==> src/rtl/rpc_pkg.sv <==
// package for the radix palindrome check unit: microcode format, step codes and program rom
`default_nettype none

package rpc_pkg;

  // widths fixed by the item format
  localparam int unsigned VALUE_WIDTH_DEF = 32;
  localparam int unsigned BASE_W          = 31;
  localparam int unsigned STEP_W          = 3;

  // datapath operations
  localparam logic [2:0] OP_NOP     = 3'd0;
  localparam logic [2:0] OP_LOAD    = 3'd1;
  localparam logic [2:0] OP_DIVINIT = 3'd2;
  localparam logic [2:0] OP_DIVSTEP = 3'd3;
  localparam logic [2:0] OP_MUL     = 3'd4;
  localparam logic [2:0] OP_ACC     = 3'd5;
  localparam logic [2:0] OP_EMIT    = 3'd6;

  // jump conditions
  localparam logic [2:0] C_NEVER    = 3'd0;
  localparam logic [2:0] C_ALWAYS   = 3'd1;
  localparam logic [2:0] C_NO_BEAT  = 3'd2;
  localparam logic [2:0] C_SKIP     = 3'd3;
  localparam logic [2:0] C_DONE     = 3'd4;
  localparam logic [2:0] C_CNT_NZ   = 3'd5;
  localparam logic [2:0] C_OUT_FULL = 3'd6;

  // program steps
  localparam logic [STEP_W-1:0] S_IDLE  = 3'd0;
  localparam logic [STEP_W-1:0] S_CHECK = 3'd1;
  localparam logic [STEP_W-1:0] S_DIGIT = 3'd2;
  localparam logic [STEP_W-1:0] S_DIV   = 3'd3;
  localparam logic [STEP_W-1:0] S_MUL   = 3'd4;
  localparam logic [STEP_W-1:0] S_ACC   = 3'd5;
  localparam logic [STEP_W-1:0] S_EMIT  = 3'd6;
  localparam logic [STEP_W-1:0] S_BACK  = 3'd7;

  // one control word
  typedef struct packed {
    logic [2:0]        op;
    logic [2:0]        cond;
    logic [STEP_W-1:0] target;
  } ucode_t;

  // program rom: taken jump goes to target, else to the next step
  function automatic ucode_t ucode_rom(input logic [STEP_W-1:0] step);
    ucode_t w;
    case (step)
      S_IDLE:  w = '{op: OP_LOAD,    cond: C_NO_BEAT,  target: S_IDLE};
      S_CHECK: w = '{op: OP_NOP,     cond: C_SKIP,     target: S_EMIT};
      S_DIGIT: w = '{op: OP_DIVINIT, cond: C_DONE,     target: S_EMIT};
      S_DIV:   w = '{op: OP_DIVSTEP, cond: C_CNT_NZ,   target: S_DIV};
      S_MUL:   w = '{op: OP_MUL,     cond: C_NEVER,    target: S_IDLE};
      S_ACC:   w = '{op: OP_ACC,     cond: C_ALWAYS,   target: S_DIGIT};
      S_EMIT:  w = '{op: OP_EMIT,    cond: C_OUT_FULL, target: S_EMIT};
      S_BACK:  w = '{op: OP_NOP,     cond: C_ALWAYS,   target: S_IDLE};
      default: w = '{op: OP_NOP,     cond: C_ALWAYS,   target: S_IDLE};
    endcase
    return w;
  endfunction

endpackage

`default_nettype wire

==> src/rtl/radix_palindrome_check_unit.sv <==
// top level of the radix palindrome check unit: microcoded digit reversal and compare
//
//   channel   dir   tdata                              tuser
//   s_axis    in    value, base (low bits first)       -
//   m_axis    out   is_palindrome                      bad_base
//
// an item with a bad base, a negative value or zero goes straight to the emit step; else
// the digit loop runs once per base digit of value, until the rest is zero or the
// reversed value passes the magnitude (at most all digits); the bit-serial divider
// inside each pass yields one quotient bit a cycle.
// reset clears the step counter and the output valid; no clearing pass is needed.
// a new beat is taken at step zero while an earlier result may still wait in the
// output register; the emit step stalls only when that register is still full.
`default_nettype none

module radix_palindrome_check_unit #(
  parameter int unsigned VALUE_WIDTH = rpc_pkg::VALUE_WIDTH_DEF
) (
  input  wire logic clk_i,
  input  wire logic rst_ni,
  // s_axis_tdata_i: value [VALUE_WIDTH-1:0], base [VALUE_WIDTH+30:VALUE_WIDTH], zero pad
  input  wire logic                                             s_axis_tvalid_i,
  output logic                                                  s_axis_tready_o,
  input  wire logic [((VALUE_WIDTH+rpc_pkg::BASE_W+7)/8)*8-1:0] s_axis_tdata_i,
  // m_axis_tdata_o: is_palindrome [0], zero pad
  output logic       m_axis_tvalid_o,
  input  wire logic  m_axis_tready_i,
  output logic [7:0] m_axis_tdata_o,
  // m_axis_tuser_o: bad_base [0]
  output logic       m_axis_tuser_o
);
  import rpc_pkg::*;

  localparam int unsigned MAG_W  = VALUE_WIDTH - 1;
  localparam int unsigned PROD_W = MAG_W + BASE_W;
  localparam int unsigned SUM_W  = PROD_W + 1;
  localparam int unsigned CNT_W  = $clog2(VALUE_WIDTH);
  localparam logic [CNT_W-1:0] CNT_INIT = CNT_W'(MAG_W - 1);

  // control
  logic [STEP_W-1:0] upc_q, upc_d;
  ucode_t            uw;
  logic              take_jump;

  // datapath registers
  logic [MAG_W-1:0]  mag_q;
  logic [MAG_W-1:0]  rest_q;
  logic [MAG_W-1:0]  dq_q;
  logic [BASE_W-1:0] rm_q;
  logic [BASE_W-1:0] base_q;
  logic [MAG_W-1:0]  acc_q;
  logic [PROD_W-1:0] prod_q;
  logic [CNT_W-1:0]  cnt_q;
  logic              neg_q, bad_q, fail_q;

  // output register
  logic out_valid_q, out_pal_q, out_bad_q;

  // combinational datapath pieces
  logic [VALUE_WIDTH-1:0] in_value;
  logic [BASE_W-1:0]      in_base;
  logic                   in_beat;
  logic                   out_full;
  logic [BASE_W:0]        trial;
  logic [BASE_W:0]        trial_diff;
  logic                   qbit;
  logic [PROD_W-1:0]      prod_d;
  logic [SUM_W-1:0]       sum;
  logic                   sum_over;
  logic                   pal_now;

  assign uw        = ucode_rom(upc_q);
  assign in_value  = s_axis_tdata_i[VALUE_WIDTH-1:0];
  assign in_base   = s_axis_tdata_i[VALUE_WIDTH+BASE_W-1:VALUE_WIDTH];
  assign s_axis_tready_o = (upc_q == S_IDLE);
  assign in_beat   = s_axis_tvalid_i && s_axis_tready_o;
  assign out_full  = out_valid_q && !m_axis_tready_i;

  // restoring division step, one quotient bit
  assign trial      = {rm_q, dq_q[MAG_W-1]};
  assign trial_diff = trial - {1'b0, base_q};
  assign qbit       = (trial >= {1'b0, base_q});

  // multiply of reversed value by base, registered before the add
  assign prod_d   = acc_q * base_q;
  assign sum      = {1'b0, prod_q} + SUM_W'(rm_q);
  assign sum_over = (sum > SUM_W'(mag_q));
  assign pal_now  = !bad_q && !neg_q && !fail_q && (acc_q == mag_q);

  // jump condition select
  always_comb begin
    case (uw.cond)
      C_NEVER:    take_jump = 1'b0;
      C_ALWAYS:   take_jump = 1'b1;
      C_NO_BEAT:  take_jump = !s_axis_tvalid_i;
      C_SKIP:     take_jump = bad_q || neg_q;
      C_DONE:     take_jump = (rest_q == '0) || fail_q;
      C_CNT_NZ:   take_jump = (cnt_q != '0);
      C_OUT_FULL: take_jump = out_full;
      default:    take_jump = 1'b1;
    endcase
    upc_d = take_jump ? uw.target : upc_q + STEP_W'(1);
  end

  // step counter
  always_ff @(posedge clk_i or negedge rst_ni) begin
    if (!rst_ni) begin
      upc_q <= S_IDLE;
    end else begin
      upc_q <= upc_d;
    end
  end

  // datapath, driven by the op field
  always_ff @(posedge clk_i) begin
    case (uw.op)
      OP_LOAD: begin
        if (in_beat) begin
          mag_q  <= in_value[MAG_W-1:0];
          rest_q <= in_value[MAG_W-1:0];
          neg_q  <= in_value[VALUE_WIDTH-1];
          base_q <= in_base;
          bad_q  <= (in_base < BASE_W'(2));
          acc_q  <= '0;
          fail_q <= 1'b0;
        end
      end
      OP_DIVINIT: begin
        dq_q  <= rest_q;
        rm_q  <= '0;
        cnt_q <= CNT_INIT;
      end
      OP_DIVSTEP: begin
        rm_q  <= qbit ? trial_diff[BASE_W-1:0] : trial[BASE_W-1:0];
        dq_q  <= {dq_q[MAG_W-2:0], qbit};
        cnt_q <= cnt_q - CNT_W'(1);
      end
      OP_MUL: begin
        prod_q <= prod_d;
      end
      OP_ACC: begin
        acc_q  <= sum[MAG_W-1:0];
        fail_q <= fail_q || sum_over;
        rest_q <= dq_q;
      end
      default: begin
      end
    endcase
  end

  // output register, parted from the input side
  always_ff @(posedge clk_i or negedge rst_ni) begin
    if (!rst_ni) begin
      out_valid_q <= 1'b0;
    end else if (uw.op == OP_EMIT && !out_full) begin
      out_valid_q <= 1'b1;
    end else if (m_axis_tready_i) begin
      out_valid_q <= 1'b0;
    end
  end

  always_ff @(posedge clk_i) begin
    if (uw.op == OP_EMIT && !out_full) begin
      out_pal_q <= pal_now;
      out_bad_q <= bad_q;
    end
  end

  assign m_axis_tvalid_o = out_valid_q;
  assign m_axis_tdata_o  = {7'b0, out_pal_q};
  assign m_axis_tuser_o  = out_bad_q;

  // a bad base never reports a palindrome
  a_bad_not_pal: assert property (@(posedge clk_i) disable iff (!rst_ni)
    out_valid_q |-> !(out_pal_q && out_bad_q))
    else $error("bad base reported as palindrome");

  // reversed value never passes the magnitude unless flagged
  a_acc_bound: assert property (@(posedge clk_i) disable iff (!rst_ni)
    (upc_q == S_DIGIT && !fail_q) |-> (acc_q <= mag_q))
    else $error("reversed value above magnitude without fail flag");

  // the emit step only leaves once the result is loaded
  a_emit_loads: assert property (@(posedge clk_i) disable iff (!rst_ni)
    (upc_q == S_EMIT && upc_d == S_BACK) |=> out_valid_q)
    else $error("emit step left without a result");

  // digit loop is only entered with a good base and a non-negative value
  a_loop_guard: assert property (@(posedge clk_i) disable iff (!rst_ni)
    (upc_q == S_DIV) |-> (!bad_q && !neg_q))
    else $error("division running on a skipped item");

endmodule

`default_nettype wire

==> config.mk <==
export PLATFORM = sky130hd
export DESIGN_NAME = radix_palindrome_check_unit
export DESIGN_NICKNAME = d
export VERILOG_FILES = /design/src/rtl/rpc_pkg.sv /design/src/rtl/radix_palindrome_check_unit.sv
export SDC_FILE = /design/constraint.sdc
export NUM_CORES = 2
export LEC_CHECK = 0
export BUFFER_PORTS_ARGS = -buffer_cell sky130_fd_sc_hd__clkbuf_2
export CAP_MARGIN = 20
export CORE_ASPECT_RATIO = 2
export CORE_MARGIN = 2
export CORE_UTILIZATION = 39
export DETAILED_ROUTE_END_ITERATION = 10
export HOLD_SLACK_MARGIN = 0.06
export PLACE_DENSITY = 0.56
export SLEW_MARGIN = 25
export SYNTH_ARGS = -nofsm -noshare
export SYNTH_HDL_FRONTEND = slang
export SYNTH_SLANG_ARGS = --single-unit
==> constraint.sdc <==
create_clock -name clk_i -period 8.9 [get_ports clk_i]
set_input_delay 0.445 -clock clk_i [delete_from_list [all_inputs] [get_ports clk_i]]
set_output_delay 0.445 -clock clk_i [all_outputs]
set_load 0.005 [all_outputs]
==> qor.log <==
qor: worst_setup_path.critPathCaptureType flop
qor: sta.final.setup.tns 0 ns
qor: sta.layout_min_cycle_time 8.62 ns
qor: sta.layout_worst_path_cycle_share 96.8%
qor: sta.tightestPinTransition 1.04 ns
qor: sta.maxSlewViolCount 0
qor: worst_setup_path.slowest_stage edfxtp_1
qor: floorplanning.die_area 121,000 um^2
qor: drt.detail_route.first_pass.iterations 5
qor: global_route.first_pass_grt_wire_length 214,000 um
qor: logic_synthesis.number_of_enable_type_register_cells_in_the_synthesized_netlist 258
qor: logic_synthesis.yosysWarningCount 0
qor: sta.fmax 0.116 GHz
qor: cts.clock_latency 0.65 ns
qor: floorplanning.core_area 117,000 um^2
qor: cts.ctsRootBufferMaster clkbuf_16
qor: cts.cts_tree done
qor: placed_design.gp_congestion 0.908
qor: logic_synthesis.synthesis.area 46,000 um^2
qor: logic_synthesis.syn_inst 4,796
qor: sta.finClkSkew 0.0455 ns
qor: global_route.grt_antenna_before_repair 6
qor: cts.numClockSinks 262
qor: drt.wl_per_cell 21.0 um
qor: drt.vias 33,600
qor: outcome.status finished, final reports clean
qor: logic_synthesis.synth_top_flop_cell edfxtp_1
qor: worst_setup_path.cp_common_cell fa_1
qor: drt.drt_iter0_markers 1,528
qor: global_route.overflow 0
qor: worst_setup_path.critPathMaxFanout 8
qor: layout.layout.nets 6,145
qor: drt.drt-vias-per-instance 5.22
qor: sta.slew_headroom 30.5%
qor: cts.cts_max_level 1
qor: floorplanning.boundaryPins 79
qor: run.cap_violations 0
qor: cts.max-clock-path-buffers 3
qor: sta.final_hold_viol_count 0
qor: worst_setup_path.timing.setup.critical_path_class reg2reg
qor: worst_setup_path.critical_path.startpoint_type flop
qor: logic_synthesis.yosysSeqAreaShare 17.0%
qor: floorplanning.placementRows 178
qor: min_path.hold_path_class in2reg
qor: logic_synthesis.yosys_register_bits 262
qor: floorplanning.chipWidth 247 um
qor: layout.area.growth.synth_to_final 9.38%
qor: layout.layout_common_cells 914 x inv_1, 839 x fa_1, 697 x nand2_1, 467 x and2_1, 354 x ha_1
qor: logic_synthesis.synth.avg_cell_area 9.60 um^2
qor: sta.rsz_0062_raised_after_global_routing false
qor: drt.antenna_left 0
qor: cts.cts_inserted_buffers 30
qor: layout.drive_above_1_share 7.11%
qor: layout.commonest_non_fill_non_tap_cell_in_the_layout inv_1
qor: logic_synthesis.library_cells_used_by_synthesis 86
qor: global_route.globalRouteTotalUtil 23.2%
qor: placed_design.place_hpwl 112,000 um
qor: cts.clk_transition_reported_paths 0.06 ns
qor: drt.drt_drc_violations_left 0
qor: placed_design.placement.io_buffers 70
qor: floorplanning.die_h 490 um
qor: global_route.number_of_global_route_vias_before_repair 37,600
qor: worst_setup_path.crit_required 9.27 ns
qor: worst_setup_path.worst_ep_arrival_time 8.99 ns
qor: worst_setup_path.longest_individual_stage_delay_on_the_worst_path 0.59 ns
qor: global_route.grt_max_degree 72
qor: floorplanning.initial_utilization 39.2%
qor: drt.routed_wirelength 135,000 um
qor: logic_synthesis.async_reset_ff_share 1.53%
qor: sta.setup-violations-final 0
## kinds of logic after synthesis
logic type	after synthesis	share of synthesized area, %
other	1	0.00814
buffers and inverters	1153	9.52
XOR/XNOR	148	2.82
AND/OR/NAND/NOR	1525	16.3
adder cells (fa/ha/maj)	1193	46.1
multiplexers	62	1.44
AO/OA/AOI/OAI	452	6.78
flip-flops	262	17.0
## cell usage after synthesis, drive strengths merged, types with 17 or more instances
cell	number	share of area, %
and3	20	0.27
nand3	53	0.61
xor2	52	0.99
o211a	26	0.57
buf	17	0.26
nor4	29	0.39
mux2	34	0.83
nand4	40	0.54
nor2b	27	0.37
mux2i	28	0.61
xnor2	96	1.8
clkbuf	221	1.8
edfxtp	258	17
nor2	114	0.93
o21a	18	0.29
o21ai	82	0.91
a21o	59	0.96
ha	354	9.6
nor3	25	0.32
nand2	699	5.7
o21bai	18	0.29
and2	467	6.3
inv	915	7.5
a21oi	128	1.4
nand2b	19	0.26
fa	839	36
## per-layer routing
metal  GRT usage, %  part of all wire [%]
met1           25.4                    36
met2           45.2                    56
met3           1.69                   3.2
met4           9.37                   4.6
met5              0                0.0081
## state kept, by name, indices dropped and copies added, names as in the netlist, 3 cells and up
register / cells
dq_q: 31
acc_q: 31
cnt_q: 5
prod_q: 62
mag_q: 31
rm_q: 31
upc_q: 3
base_q: 31
rest_q: 31
## through the flow
| step | hold slack, ns | instance area [um^2] | instances | utilization (%) | setup slack (ns) |
|---|---|---|---|---|---|
| 5_1_grt | 0.0776 | 50400 | 6436 | 42.9 | 0.00634 |
| 4_1_cts | 0.0692 | 50200 | 6425 | 42.8 | 0.142 |
| 2_1_floorplan | 0.149 | 46100 | 4802 | - | 1.10 |
| 3_5_place_dp | 0.268 | 48600 | 6311 | 41.4 | 0.248 |
| 6_report | 0.0934 | 50400 | 6438 | 42.9 | 0.281 |
| 3_3_place_gp | 0.263 | 48600 | 6311 | 41.4 | 0.233 |
## path summary, 6_finish.rpt
| path | startpoint | endpoint | slack (ns) | cells after the start |
|---|---|---|---|---|
| max in group asynchronous | rst_ni | upc_q[2] | 8.60 | 2 |
| hold reg to reg | bad_q | m_axis_tuser_o | 0.51 | 0 |
| hold / removal | s_axis_tdata_i[9] | mag_q[9] | 0.09 | 1 |
| setup reg to reg | acc_q[18] | prod_q[59] | 0.28 | 29 |
| setup / recovery | acc_q[18] | prod_q[59] | 0.28 | 29 |
| min in group asynchronous | rst_ni | m_axis_tvalid_o | 0.15 | 2 |
## repair_timing
item | 4_1_cts | 5_1_grt
setup buffers | 0 | 11
gates resized for setup | 0 | 1
hold buffers | 60 | 0
setup endpoints to repair | 0 | 3
hold endpoints to repair | 63 | 0
## area by class of cell
cell class                 instances  area (um^2)
timing repair buffer             288         2290
clock buffer                      38          801
antenna                            2         5.00
clock inverter                    16          180
multi-input combinational       3387        33900
sequential                       262         7850
fill                           11500        67000
tap                             1530         1910
inverter                         915         3440
## worst max-delay path, delay by kind of cell (launching register included)
kind | cells | cell delay (ns)
fa+ha+maj | 9 | 4.34
xor+xnor | 1 | 0.09
buf+inv | 7 | 0.85
flops | 1 | 0.59
simple gates | 2 | 0.26
compound gates | 10 | 2.20
Power is left out: the tool's default activity adds up to more than one toggle a clock period on the data nets, which glitch-free logic cannot reach.
